===== src/rtl/core/assert_macros.svh =====
// ----------------------------------------------------------------------------
// Assertion macros
// Shared concurrent assertion helpers for the packet parser RTL. The checks
// are compiled in simulation and left empty when SYNTH is defined.
// ----------------------------------------------------------------------------
`ifndef ASSERT_MACROS_SVH
`define ASSERT_MACROS_SVH

`ifndef SYNTH

// Condition must hold at every clock edge outside reset.
`define APP_ASSERT_ALWAYS(lbl, clk, rst_n, cond, msg) \
    lbl: assert property (@(posedge clk) disable iff (!rst_n) (cond)) else $error(msg);

// Same-cycle implication outside reset.
`define APP_ASSERT_IMPLY(lbl, clk, rst_n, ante, cons, msg) \
    lbl: assert property (@(posedge clk) disable iff (!rst_n) (ante) |-> (cons)) \
        else $error(msg);

// Next-cycle implication outside reset.
`define APP_ASSERT_NEXT(lbl, clk, rst_n, ante, cons, msg) \
    lbl: assert property (@(posedge clk) disable iff (!rst_n) (ante) |=> (cons)) \
        else $error(msg);

`else

`define APP_ASSERT_ALWAYS(lbl, clk, rst_n, cond, msg)
`define APP_ASSERT_IMPLY(lbl, clk, rst_n, ante, cons, msg)
`define APP_ASSERT_NEXT(lbl, clk, rst_n, ante, cons, msg)

`endif

`endif


===== src/rtl/core/app_pp_pkg.sv =====
// ----------------------------------------------------------------------------
// Packet parser package
// Types, protocol constants and result record layout shared by the parser
// core, the result queue and the top level.
// ----------------------------------------------------------------------------
package app_pp_pkg;

    // Protocol bytes and header layout.
    localparam logic [7:0]  TypeData = 8'h01;
    localparam logic [7:0]  TagSize  = 8'h00;
    localparam logic [7:0]  TagName  = 8'h01;
    localparam logic [7:0]  SizeLen  = 8'd4;
    localparam logic [15:0] CtrlMin  = 16'd9;
    localparam logic [15:0] DataHdr  = 16'd3;
    localparam logic [14:0] PosMax   = 15'd32767;

    // Result queue depth; must be a power of two and at least two.
    localparam int unsigned ResDepth = 4;

    // Result kinds.
    typedef enum logic [1:0] {
        KIND_PAYLOAD = 2'd0,
        KIND_NAME    = 2'd1,
        KIND_STATUS  = 2'd2
    } t_kind;

    // Status error codes.
    typedef enum logic [2:0] {
        ERR_OK          = 3'd0,
        ERR_SHORT       = 3'd1,
        ERR_SIZE_TAG    = 3'd2,
        ERR_SIZE_LEN    = 3'd3,
        ERR_NAME_TAG    = 3'd4,
        ERR_NAME_LEN    = 3'd5,
        ERR_TRUNCATED   = 3'd6,
        ERR_UNUSED      = 3'd7
    } t_err;

    // One result record as it travels through the result queue.
    typedef struct packed {
        t_kind       kind;
        logic [7:0]  out_byte;
        logic [7:0]  packet_type;
        logic [31:0] file_size;
        logic [14:0] payload_length;
        logic [7:0]  name_length;
        t_err        error_code;
        logic        last_of_step;
    } t_result;

endpackage


===== src/rtl/core/app_pp_parser.sv =====
// ----------------------------------------------------------------------------
// Packet parser core
// Holds the per-packet parse state and turns one registered packet byte into
// up to two result records (a payload or name byte, then the status record).
// ----------------------------------------------------------------------------
`include "assert_macros.svh"

module app_pp_parser (
    input  logic                i_clk,
    input  logic                i_rst_n,
    input  logic                i_step,
    input  logic [7:0]          i_byte,
    input  logic                i_eop,
    output logic [1:0]          o_push_cnt,
    output app_pp_pkg::t_result o_res_a,
    output app_pp_pkg::t_result o_res_b
);

    logic [14:0]      r_pos, n_pos;
    logic [7:0]       r_type, n_type;
    logic [7:0]       r_high, n_high;
    logic [14:0]      r_exp, n_exp;
    logic [31:0]      r_size, n_size;
    logic [7:0]       r_name, n_name;
    app_pp_pkg::t_err r_err, n_err;

    logic [15:0]         pos16;
    logic [15:0]         len;
    logic                is_data;
    logic                emit;
    app_pp_pkg::t_kind   emit_kind;
    app_pp_pkg::t_err    stat_err;
    app_pp_pkg::t_result res_byte;
    app_pp_pkg::t_result res_stat;
    logic [1:0]          cnt;

    assign pos16 = {1'b0, r_pos};
    assign len   = pos16 + 16'd1;

    // Field extraction and header checks for the current byte.
    always_comb begin
        n_pos     = (r_pos == app_pp_pkg::PosMax) ? r_pos : r_pos + 15'd1;
        n_type    = (r_pos == 15'd0) ? i_byte : r_type;
        n_high    = r_high;
        n_exp     = r_exp;
        n_size    = r_size;
        n_name    = r_name;
        n_err     = r_err;
        emit      = 1'b0;
        emit_kind = app_pp_pkg::KIND_PAYLOAD;
        is_data   = (n_type == app_pp_pkg::TypeData);

        if (is_data) begin
            if (r_pos == 15'd1) begin
                n_high = i_byte;
            end else if (r_pos == 15'd2) begin
                n_exp = {1'b0, r_high, 6'b0} + {7'b0, i_byte};
            end else if (pos16 >= app_pp_pkg::DataHdr &&
                         pos16 < ({1'b0, r_exp} + app_pp_pkg::DataHdr)) begin
                emit      = 1'b1;
                emit_kind = app_pp_pkg::KIND_PAYLOAD;
            end
        end else begin
            if (r_pos == 15'd1) begin
                if (i_byte != app_pp_pkg::TagSize && r_err == app_pp_pkg::ERR_OK) begin
                    n_err = app_pp_pkg::ERR_SIZE_TAG;
                end
            end else if (r_pos == 15'd2) begin
                if (i_byte != app_pp_pkg::SizeLen && r_err == app_pp_pkg::ERR_OK) begin
                    n_err = app_pp_pkg::ERR_SIZE_LEN;
                end
            end else if (r_pos >= 15'd3 && r_pos <= 15'd6) begin
                n_size = {r_size[23:0], i_byte};
            end else if (r_pos == 15'd7) begin
                if (i_byte != app_pp_pkg::TagName && r_err == app_pp_pkg::ERR_OK) begin
                    n_err = app_pp_pkg::ERR_NAME_TAG;
                end
            end else if (r_pos == 15'd8) begin
                n_name = i_byte;
                if (i_byte == 8'd0 && r_err == app_pp_pkg::ERR_OK) begin
                    n_err = app_pp_pkg::ERR_NAME_LEN;
                end
            end else if (pos16 >= app_pp_pkg::CtrlMin && r_err == app_pp_pkg::ERR_OK &&
                         pos16 < ({8'b0, r_name} + app_pp_pkg::CtrlMin)) begin
                emit      = 1'b1;
                emit_kind = app_pp_pkg::KIND_NAME;
            end
        end
    end

    // Status error code from the state as it stands after this byte.
    always_comb begin
        if (is_data) begin
            if (len <= app_pp_pkg::DataHdr) begin
                stat_err = app_pp_pkg::ERR_SHORT;
            end else if (({1'b0, n_exp} + app_pp_pkg::DataHdr) > len) begin
                stat_err = app_pp_pkg::ERR_TRUNCATED;
            end else begin
                stat_err = app_pp_pkg::ERR_OK;
            end
        end else begin
            if (len < app_pp_pkg::CtrlMin) begin
                stat_err = app_pp_pkg::ERR_SHORT;
            end else if (n_err != app_pp_pkg::ERR_OK) begin
                stat_err = n_err;
            end else if (({8'b0, n_name} + app_pp_pkg::CtrlMin) > len) begin
                stat_err = app_pp_pkg::ERR_TRUNCATED;
            end else begin
                stat_err = app_pp_pkg::ERR_OK;
            end
        end
    end

    // Build the two candidate records and pack them in output order.
    always_comb begin
        res_byte                = '0;
        res_byte.kind           = emit_kind;
        res_byte.out_byte       = i_byte;
        res_byte.error_code     = app_pp_pkg::ERR_OK;
        res_byte.last_of_step   = !i_eop;

        res_stat                = '0;
        res_stat.kind           = app_pp_pkg::KIND_STATUS;
        res_stat.packet_type    = n_type;
        res_stat.file_size      = is_data ? 32'd0 : n_size;
        res_stat.payload_length = is_data ? n_exp : 15'd0;
        res_stat.name_length    = is_data ? 8'd0 : n_name;
        res_stat.error_code     = stat_err;
        res_stat.last_of_step   = 1'b1;

        if (emit) begin
            o_res_a = res_byte;
            o_res_b = res_stat;
            cnt     = i_eop ? 2'd2 : 2'd1;
        end else begin
            o_res_a = res_stat;
            o_res_b = res_stat;
            cnt     = i_eop ? 2'd1 : 2'd0;
        end
    end

    assign o_push_cnt = i_step ? cnt : 2'd0;

    // Parse state; everything returns to zero once a packet ends.
    always_ff @(posedge i_clk) begin
        if (!i_rst_n) begin
            r_pos  <= '0;
            r_type <= '0;
            r_high <= '0;
            r_exp  <= '0;
            r_size <= '0;
            r_name <= '0;
            r_err  <= app_pp_pkg::ERR_OK;
        end else if (i_step) begin
            if (i_eop) begin
                r_pos  <= '0;
                r_type <= '0;
                r_high <= '0;
                r_exp  <= '0;
                r_size <= '0;
                r_name <= '0;
                r_err  <= app_pp_pkg::ERR_OK;
            end else begin
                r_pos  <= n_pos;
                r_type <= n_type;
                r_high <= n_high;
                r_exp  <= n_exp;
                r_size <= n_size;
                r_name <= n_name;
                r_err  <= n_err;
            end
        end
    end

    // A pair of records is always a data or name byte followed by the status.
    `APP_ASSERT_IMPLY(a_pair_order, i_clk, i_rst_n, o_push_cnt == 2'd2,
        o_res_a.kind != app_pp_pkg::KIND_STATUS && o_res_b.kind == app_pp_pkg::KIND_STATUS,
        "parser: result pair out of order")

    // The end of a packet restarts the byte count.
    `APP_ASSERT_NEXT(a_eop_restart, i_clk, i_rst_n, i_step && i_eop, r_pos == 15'd0,
        "parser: byte position not cleared after packet end")

endmodule


===== src/rtl/core/app_pp_fifo.sv =====
// ----------------------------------------------------------------------------
// Result queue
// Small queue of result records that takes zero, one or two records per cycle
// and hands out one per cycle on a valid/ready channel.
// ----------------------------------------------------------------------------
`include "assert_macros.svh"

module app_pp_fifo (
    input  logic                i_clk,
    input  logic                i_rst_n,
    input  logic [1:0]          i_push_cnt,
    input  app_pp_pkg::t_result i_push_a,
    input  app_pp_pkg::t_result i_push_b,
    output logic                o_space2,
    output logic                o_valid,
    output app_pp_pkg::t_result o_data,
    input  logic                i_ready
);

    localparam int unsigned Depth = app_pp_pkg::ResDepth;
    localparam int unsigned PtrW  = $clog2(Depth);
    localparam int unsigned CntW  = $clog2(Depth + 1);

    app_pp_pkg::t_result r_mem [Depth];
    logic [PtrW-1:0]     r_wr_ptr, n_wr_ptr;
    logic [PtrW-1:0]     r_rd_ptr, n_rd_ptr;
    logic [CntW-1:0]     r_count, n_count;
    logic                pop;
    logic [PtrW-1:0]     wr_ptr_b;

    assign o_valid  = (r_count != '0);
    assign o_data   = r_mem[r_rd_ptr];
    assign o_space2 = (r_count <= CntW'(Depth - 2));
    assign pop      = o_valid && i_ready;
    assign wr_ptr_b = r_wr_ptr + PtrW'(1);

    // Pointer and occupancy update.
    always_comb begin
        n_wr_ptr = r_wr_ptr + PtrW'(i_push_cnt);
        n_rd_ptr = pop ? r_rd_ptr + PtrW'(1) : r_rd_ptr;
        n_count  = r_count + CntW'(i_push_cnt) - CntW'(pop);
    end

    always_ff @(posedge i_clk) begin
        if (!i_rst_n) begin
            r_wr_ptr <= '0;
            r_rd_ptr <= '0;
            r_count  <= '0;
        end else begin
            r_wr_ptr <= n_wr_ptr;
            r_rd_ptr <= n_rd_ptr;
            r_count  <= n_count;
        end
    end

    // Record storage; the second record lands one slot after the first.
    always_ff @(posedge i_clk) begin
        if (i_push_cnt != 2'd0) begin
            r_mem[r_wr_ptr] <= i_push_a;
        end
        if (i_push_cnt == 2'd2) begin
            r_mem[wr_ptr_b] <= i_push_b;
        end
    end

    // Occupancy never passes the depth.
    `APP_ASSERT_ALWAYS(a_no_overflow, i_clk, i_rst_n, r_count <= CntW'(Depth),
        "result queue: overflow")

    // A pop without a push takes exactly one record away.
    `APP_ASSERT_NEXT(a_pop_count, i_clk, i_rst_n, pop && i_push_cnt == 2'd0,
        r_count == $past(r_count) - CntW'(1), "result queue: bad count after pop")

endmodule


===== src/rtl/core/app_packet_parser_unit.sv =====
// ----------------------------------------------------------------------------
// Packet parser unit
// Parses file-transfer packets one byte per word and reports payload bytes,
// file name bytes and a status record at each packet end.
// ----------------------------------------------------------------------------
// One packet byte is accepted per cycle. Each byte is registered, parsed
// once the queue has room for its results and yields zero, one or two result
// words (a payload or file name byte, then the status word on the
// end-of-packet byte), which are written into a four-entry result queue and
// presented at the output from its registered storage. The input stalls only
// while a byte is held and the queue has fewer than two free entries, so with
// a ready consumer the unit sustains one byte per cycle, and the queue drain
// of one word per cycle sets the rate when a packet ends.
// Payload and name bytes leave before the packet is checked: drop them when
// the status word reports a nonzero error code.
// ----------------------------------------------------------------------------
`include "assert_macros.svh"

module app_packet_parser_unit (
    input  logic        i_clk,
    input  logic        i_rst_n,
    // Packet byte channel.
    input  logic        i_in_valid,
    output logic        o_in_ready,
    input  logic [7:0]  i_data_byte,
    input  logic        i_end_of_packet,
    // Result channel.
    output logic        o_out_valid,
    input  logic        i_out_ready,
    output logic [1:0]  o_kind,
    output logic [7:0]  o_out_byte,
    output logic [7:0]  o_packet_type,
    output logic [31:0] o_file_size,
    output logic [14:0] o_payload_length,
    output logic [7:0]  o_name_length,
    output logic [2:0]  o_error_code,
    output logic        o_last_of_step
);

    logic                r_in_valid;
    logic [7:0]          r_in_byte;
    logic                r_in_eop;
    logic                step;
    logic                space2;
    logic [1:0]          push_cnt;
    app_pp_pkg::t_result res_a;
    app_pp_pkg::t_result res_b;
    app_pp_pkg::t_result out_res;

    // A held byte is parsed once the queue can take both of its results.
    assign step       = r_in_valid && space2;
    assign o_in_ready = !r_in_valid || step;

    // Input register.
    always_ff @(posedge i_clk) begin
        if (!i_rst_n) begin
            r_in_valid <= 1'b0;
        end else if (o_in_ready) begin
            r_in_valid <= i_in_valid;
        end
    end

    always_ff @(posedge i_clk) begin
        if (o_in_ready && i_in_valid) begin
            r_in_byte <= i_data_byte;
            r_in_eop  <= i_end_of_packet;
        end
    end

    app_pp_parser u_parser (
        .i_clk      (i_clk),
        .i_rst_n    (i_rst_n),
        .i_step     (step),
        .i_byte     (r_in_byte),
        .i_eop      (r_in_eop),
        .o_push_cnt (push_cnt),
        .o_res_a    (res_a),
        .o_res_b    (res_b)
    );

    app_pp_fifo u_fifo (
        .i_clk      (i_clk),
        .i_rst_n    (i_rst_n),
        .i_push_cnt (push_cnt),
        .i_push_a   (res_a),
        .i_push_b   (res_b),
        .o_space2   (space2),
        .o_valid    (o_out_valid),
        .o_data     (out_res),
        .i_ready    (i_out_ready)
    );

    // Result word fields.
    assign o_kind           = out_res.kind;
    assign o_out_byte       = out_res.out_byte;
    assign o_packet_type    = out_res.packet_type;
    assign o_file_size      = out_res.file_size;
    assign o_payload_length = out_res.payload_length;
    assign o_name_length    = out_res.name_length;
    assign o_error_code     = out_res.error_code;
    assign o_last_of_step   = out_res.last_of_step;

    // A held byte that cannot be parsed keeps the input stalled.
    `APP_ASSERT_IMPLY(a_hold_stalls, i_clk, i_rst_n, r_in_valid && !space2, !o_in_ready,
        "unit: input taken while a byte is held")

endmodule

===== config.mk =====
export PLATFORM = sky130hd
export DESIGN_NAME = app_packet_parser_unit
export DESIGN_NICKNAME = d
export VERILOG_FILES = /design/src/rtl/core/app_pp_pkg.sv /design/src/rtl/core/app_pp_parser.sv /design/src/rtl/core/app_pp_fifo.sv /design/src/rtl/core/app_packet_parser_unit.sv
export VERILOG_INCLUDE_DIRS = /design/src /design/src/rtl/core
export SDC_FILE = /design/constraint.sdc
export NUM_CORES = 1
export LEC_CHECK = 0
export BUFFER_PORTS_ARGS = -buffer_cell sky130_fd_sc_hd__buf_4
export CAP_MARGIN = 20
export CORE_ASPECT_RATIO = 2
export CORE_MARGIN = 2
export CORE_UTILIZATION = 50
export DETAILED_ROUTE_END_ITERATION = 8
export PLACE_DENSITY = 0.72
export RECOVER_POWER = 100
export SLEW_MARGIN = 10
export SYNTH_ARGS = -nofsm -noshare
export SYNTH_HDL_FRONTEND = slang
export SYNTH_HIERARCHICAL = 1
export SYNTH_SLANG_ARGS = --single-unit

===== constraint.sdc =====
create_clock -name i_clk -period 10.4 [get_ports i_clk]
set_clock_uncertainty 0.2 [all_clocks]
set_input_delay 1.04 -clock i_clk [delete_from_list [all_inputs] [get_ports i_clk]]
set_output_delay 1.04 -clock i_clk [all_outputs]
set_load 0.02 [all_outputs]

Word-level counts from Yosys, hierarchy flattened
Memory sizes are Yosys's and may differ from the RTL's. A register that Yosys moved wholly into a read port is not among the register bits.
Index checks and enable logic that the tools add are counted.
{"block": "word_totals", "latchBits": 0, "mem_bits_ro": 0, "output_inout_bits": 79, "ramBits": 308, "mem_count": 1, "reg_bits": 106, "inputBits": 13}
{"block": "classes", "eq_ne": 10, "bitwise_logic": 0, "magnitude_cmp": 11, "n_mux": 71, "mul": 0, "reduce_logical": 25, "div_mod_pow": 0, "n_shift": 0, "n_addsub": 12}
{"memory": "u_fifo.r_mem", "words": 4, "word_bits": 77, "rd": 1, "rd_clocked_by_memory_dff": 1, "write_ports": 2, "line": "app_pp_fifo.sv:24", "source": "app_pp_pkg::t_result r_mem [Depth];"}
{"cell": "32-bit 2-to-1 mux", "n": 6}
{"cell": "15-bit 2-to-1 mux", "n": 7}
{"cell": "8-bit 2-to-1 mux", "n": 13}
{"cell": "77-bit 2-to-1 mux", "n": 1}
{"cell": "3-bit 2-to-1 mux", "n": 17}
{"cell": "15-bit by 2-bit adder with 16-bit output (second input constant)", "n": 2}
{"cell": "16-bit > comparator", "n": 2}
{"cell": "15-bit by 16-bit less-than comparator with 1-bit output", "n": 2}
{"cell": "15-bit by 2-bit >= comparator with 1-bit output (second input constant)", "n": 2}
{"cell": "2-bit 2-to-1 mux", "n": 11}
{"cell": "8-bit by 4-bit adder with 9-bit output (second input constant)", "n": 2}
{"cell": "15-bit by 1-bit adder with 16-bit output (second input constant)", "n": 1}
{"cell": "16-bit by 2-bit <= comparator with 1-bit output (second input constant)", "n": 1}
{"cell": "16-bit by 4-bit less-than comparator with 1-bit output (second input constant)", "n": 1}
{"cell": "1-bit 2-to-1 mux", "n": 16}
{"cell": "14-bit by 8-bit adder with 15-bit output", "n": 1}
{"cell": "15-bit by 1-bit adder with 15-bit output (second input constant)", "n": 1}
{"cell": "15-bit by 1-bit equality test with 1-bit output (second input constant)", "n": 1}
{"cell": "15-bit equality test (second input constant)", "n": 1}
{"cell": "15-bit by 2-bit equality test with 1-bit output (second input constant)", "n": 1}
{"cell": "15-bit by 3-bit equality test with 1-bit output (second input constant)", "n": 1}
{"cell": "15-bit by 4-bit equality test with 1-bit output (second input constant)", "n": 1}
{"cell": "15-bit by 4-bit >= comparator with 1-bit output (second input constant)", "n": 1}
{"cell": "15-bit by 3-bit <= comparator with 1-bit output (second input constant)", "n": 1}
{"cell": "21 further kinds", "n": 36}

Logic depth before layout (Yosys ltp)
{"block": "depth", "ltp_word": 15, "depth_mapped": 26, "ltp_nobuf": 24}

Cells and area by module
The synthesis kept the hierarchy.
{"module": "app_pp_fifo", "n_inst": 1, "area_each_um2": 15496.1, "cells_per_inst": 796}
{"module": "app_pp_parser", "n_inst": 1, "area_each_um2": 7942.6, "cells_per_inst": 1151}
{"module": "app_packet_parser_unit", "n_inst": 1, "area_each_um2": 335.3, "cells_per_inst": 15}

Worst setup path before layout
No wires, ideal clock.
{"block": "synth_path", "path_type": "reg-to-reg", "start": "register u_parser.r_exp[2]", "end": "memory u_fifo/r_mem[0][0] in the netlist's numbering, enable pin", "setup_time_ps": 619, "required_time_ps": 9581, "arrival_time_ps": 9305, "path_stages_with_launch": 22, "path_buffers": 3, "setup_slack_ps": 277, "path_cell_list": "dfxtp_1 > clkbuf_1 > nand3_1 > a21o_1 > or2_2 > nor2_1 > xnor2_1 > ha_1 > a21o_1 > a21o_1 > a221o_1 > a31oi_1 > o21ai_0 > a221o_1 > nand2_1 > clkbuf_1 > ha_1 > inv_1 > nor2_1 > buf_2 > o21bai_1 > o21ai_0"}
{"element": "from (decl)", "line": "app_pp_parser.sv:22", "source": "logic [14:0] r_exp, n_exp;"}
{"element": "from (signal assigned)", "line": "app_pp_parser.sv:167", "source": "r_exp <= n_exp;"}
{"element": "to (decl)", "line": "app_pp_fifo.sv:24"}

==> flow_summary_export.csv <==
group,metric,value,unit
run_status,status,"complete, but fails checks",
run_status,violations,"max-capacitance violations, max-slew violations",
hold_path,hp-start,"u_fifo/r_rd_ptr[1]$_SDFFE_PN0P_",
critical_path,max_stage_delay,1.12,ns
floorplanning,die_w,158,um
drt,drt_wl_total,61900,um
critical_path,path_buf_inv,4,
sta,worst_pin_slew,3.30,ns
power_and_ir_drop,ir_worst_vdd,240,uV
final_layout,layout-drive-gt1-share,21.5,%
critical_path,timing.rr.end,"u_fifo/r_mem[3][3]$_DFFE_PP_",
placed_design,place_inst,2577,
critical_path,reg2regPathDepth,14,
sta,period_needed,8.64,ns
clocking,cts_tree,"done",
drt,wl_per_cell,23.4,um
final_layout,fin_cells,2648,
floorplanning,ios,92,
synthesis,yosys.cell_count.top_type,"edfxtp_1",
critical_path,cp_slowest_cell,"clkbuf_1",
sta,maxSlewHeadroom,-120,%
clocking,ctsHoldBuffers,0,
critical_path,crit_fanout,52,
sta,tns,0,ns
drt,vias,16300,
synthesis,synth-seq-cells,416,
critical_path,worstPathArrival,8.75,ns
placed_design,hpwl,38700,um
placed_design,port_buffers,91,
drt,final_antenna_net_count,0,
drt,drc,0,
critical_path,path_class,"flip-flop to flip-flop",
synthesis,async_flop_share,0,%
sta,finalCritPeriodShare,83.1,%
sta,rsz0062_at_grt,"no",
clocking,numCtsBuffers,39,
synthesis,synth_area_leaders,"edfxtp_1 (40%), mux2_2 (11%), dfxtp_1 (8.3%)",
synthesis,synth_edf_count,317,
critical_path,required,10.50,ns
clocking,postCtsSetupRepairBufs,0,
floorplanning,rows,113,
sta,slew_viol_final,302,
global_route,grt_overflow_total,0,
synthesis,syn_area_per_cell,12.1,sq um
synthesis,ys_top_cells_by_count,"edfxtp_1 (317), mux2_2 (232), nand2_1 (185)",
floorplanning,initial_core_util,50.3,%
critical_path,path_cells,"inv_1, ha_1, or4b_2, nor4_4, mux2_1, a221o_1, nand2_1, clkbuf_1, ha_1, inv_1, nor2_1, and4bb_4, clkbuf_2, mux2_2",
hold_path,holdCritPathClass,"flip-flop to flip-flop",
clocking,cts_buffer_depth,3,
clocking,post_cts_resized,0,
synthesis,synth.distinct_cells,85,
placed_design,gp_congestion,0.915,
run,maxCapViolations,8,
power_and_ir_drop,finalPower,4.01,mW
floorplanning,die_y,312,um
synthesis,yosysTopAreaCell,"edfxtp_1",
synthesis,syn_inst,1962,
global_route,grt_usage,25.0,%
clocking,clk_pin_slew,0.06,ns
clocking,cts.sinks,416,
synthesis,netlist.area_leader.share,40.0,%
power_and_ir_drop,powerDensity,156,mW/mm^2
sta,final-hold-violation-count,0,
critical_path,rr_startpoint,"u_parser/r_pos[0]$_SDFFE_PN0P_",
hold_path,hold_depth,2,
critical_path,critPathLaunchType,"flip-flop",
global_route,grt_max_degree,60,
power_and_ir_drop,power.leakage,9.02,nW
drt,initialDrtViolationCount,1737,
floorplanning,core,0.0472,sq mm
drt,viasPerCell,6.16,
critical_path,cp_top_family,"simple AND/OR/NAND/NOR gates",
drt,drtPass1Iterations,6,
floorplanning,die_area,0.0494,sq mm
final_layout,synthToLayoutAreaGrowth,7.75,%
global_route,antenna_found_initial,0,
critical_path,rrSetupSlack,1.76,ns
synthesis,synth-seq-area-share,48.4,%
critical_path,endpoint_kind,"flip-flop",
clocking,clkLatencyLatePin,0.55,ns
synthesis,yosys_warnings,6,
sta,finalSetupViolCount,0,
final_layout,finalNetCount,2064,
global_route,grt_pass1_vias,16400,
global_route,grt_pass1_wl,94600,um
sta,max_freq,0.116,GHz
clocking,cts-htree-levels,2,
synthesis,synthFlopType,"edfxtp_1",
clocking,root_buffer,"clkbuf_16",
synthesis,syn_area,0.0238,sq mm
[per-layer routing]
layer | vias to the layer above | part of all wire (%) | routed length, um | global-route usage, %
li1 | 7357 | - | - | -
met1 | 8087 | 41 | 25100 | 33.5
met2 | 732 | 48 | 29900 | 40.8
met3 | 135 | 7.3 | 4520 | 3.81
met4 | 0 | 3.9 | 2420 | 9.66
met5 | - | 0 | 0 | 0
[layout make-up]
cell class | count | area, sq um
Antenna cell | 1 | 2.50
Clock buffer | 46 | 1030
Clock inverter | 24 | 262
Fill cell | 4085 | 21600
Inverter | 53 | 199
Multi-Input combinational cell | 1348 | 11200
Sequential cell | 416 | 11500
Tap cell | 632 | 791
Timing Repair Buffer | 128 | 634
[where the power goes]
group | internal, mW | leakage, nW | switching (mW)
sequential | 1.82 | 3.78 | 0.0585
combinational | 0.265 | 4.62 | 0.400
clock | 0.819 | 0.611 | 0.647
[how the worst max path moves through the flow]
| stage | startpoint | endpoint | slack, ns | depth (start not counted) |
|---|---|---|---|---|
| global route | u_parser/r_pos[0]$_SDFFE_PN0P_ | u_fifo/r_mem[3][3]$_DFFE_PP_ | 1.42 | 14 |
| global placement | u_parser/r_pos[0]$_SDFFE_PN0P_ | u_fifo/r_mem[2][61]$_DFFE_PP_ | 3.20 | 14 |
| CTS | u_parser/r_pos[0]$_SDFFE_PN0P_ | u_fifo/r_mem[0][2]$_DFFE_PP_ | 3.04 | 15 |
| detailed placement | u_parser/r_pos[0]$_SDFFE_PN0P_ | u_fifo/r_mem[0][15]$_DFFE_PP_ | 3.06 | 15 |
| floorplan | u_parser/r_exp[2]$_SDFFE_PN0P_ | u_fifo/r_mem[0][0]$_DFFE_PP_ | 0.28 | 21 |
| finish | u_parser/r_pos[0]$_SDFFE_PN0P_ | u_fifo/r_mem[3][3]$_DFFE_PP_ | 1.76 | 14 |
[through the flow]
step	instance area, sq um	util, %	setup slack, ns	hold WS [ns]
2_1_floorplan	23800	-	0.277	0.249
6_report	25600	54.2	1.76	0.274
3_5_place_dp	24900	52.6	3.06	0.271
4_1_cts	26200	55.4	3.04	0.279
3_3_place_gp	24900	52.6	3.20	0.252
5_1_grt	25600	54.2	1.42	0.299
[state kept, by name (all words and copies together) (netlist names), 8 cells and up, named ones only]
| name | flops |
|---|---|
| u_parser/r_exp | 15 |
| u_parser/r_type | 8 |
| u_parser/r_pos | 15 |
| u_parser/r_size | 32 |
| u_parser/r_name | 8 |
| u_parser/r_high | 8 |
| r_in_byte | 8 |
| u_fifo/r_mem | 308 |
[worst min-delay path, stage by stage, from the launching register on]
cell and delay, ns:
dfxtp_1 0.30, nand2_1 0.05, mux2i_1 0.07
[logic make-up after synthesis]
family / share of synthesized area, %
and+or+nand+nor: 10.5
DFF: 48.4
muxes: 23.7
AOI/OAI and AO/OA: 7.60
buffers and inverters: 4.09
adders and majority gates: 3.48
xor gates and xnor gates: 2.29
other: 0.0316
[placed cells by master (no fill, tap or decap), types with 12 or more instances in the layout]
master | netlist | routed
o21ai_0 | 27 | 26
buf_4 | 16 | 32
nand4_1 | 21 | 21
and3_1 | 17 | 17
a22o_1 | 32 | 32
ha_1 | 63 | 63
nand3_1 | 27 | 27
nor3_1 | 30 | 29
edfxtp_1 | 317 | 317
nand2_1 | 185 | 186
and2_0 | 1 | 16
xor2_1 | 32 | 32
clkbuf_1 | 73 | 90
mux4_2 | 77 | 77
xnor2_1 | 25 | 25
mux2_1 | 30 | 81
and2_1 | 29 | 15
a22oi_1 | 21 | 21
clkbuf_16 | 0 | 40
nor2_1 | 134 | 132
o22ai_1 | 16 | 16
mux2_2 | 232 | 228
dfxtp_1 | 99 | 98
a21oi_1 | 136 | 136
mux2i_1 | 19 | 19
inv_1 | 53 | 53
a21o_1 | 12 | 12
No activity file was read; power rests on OpenSTA's default activity.
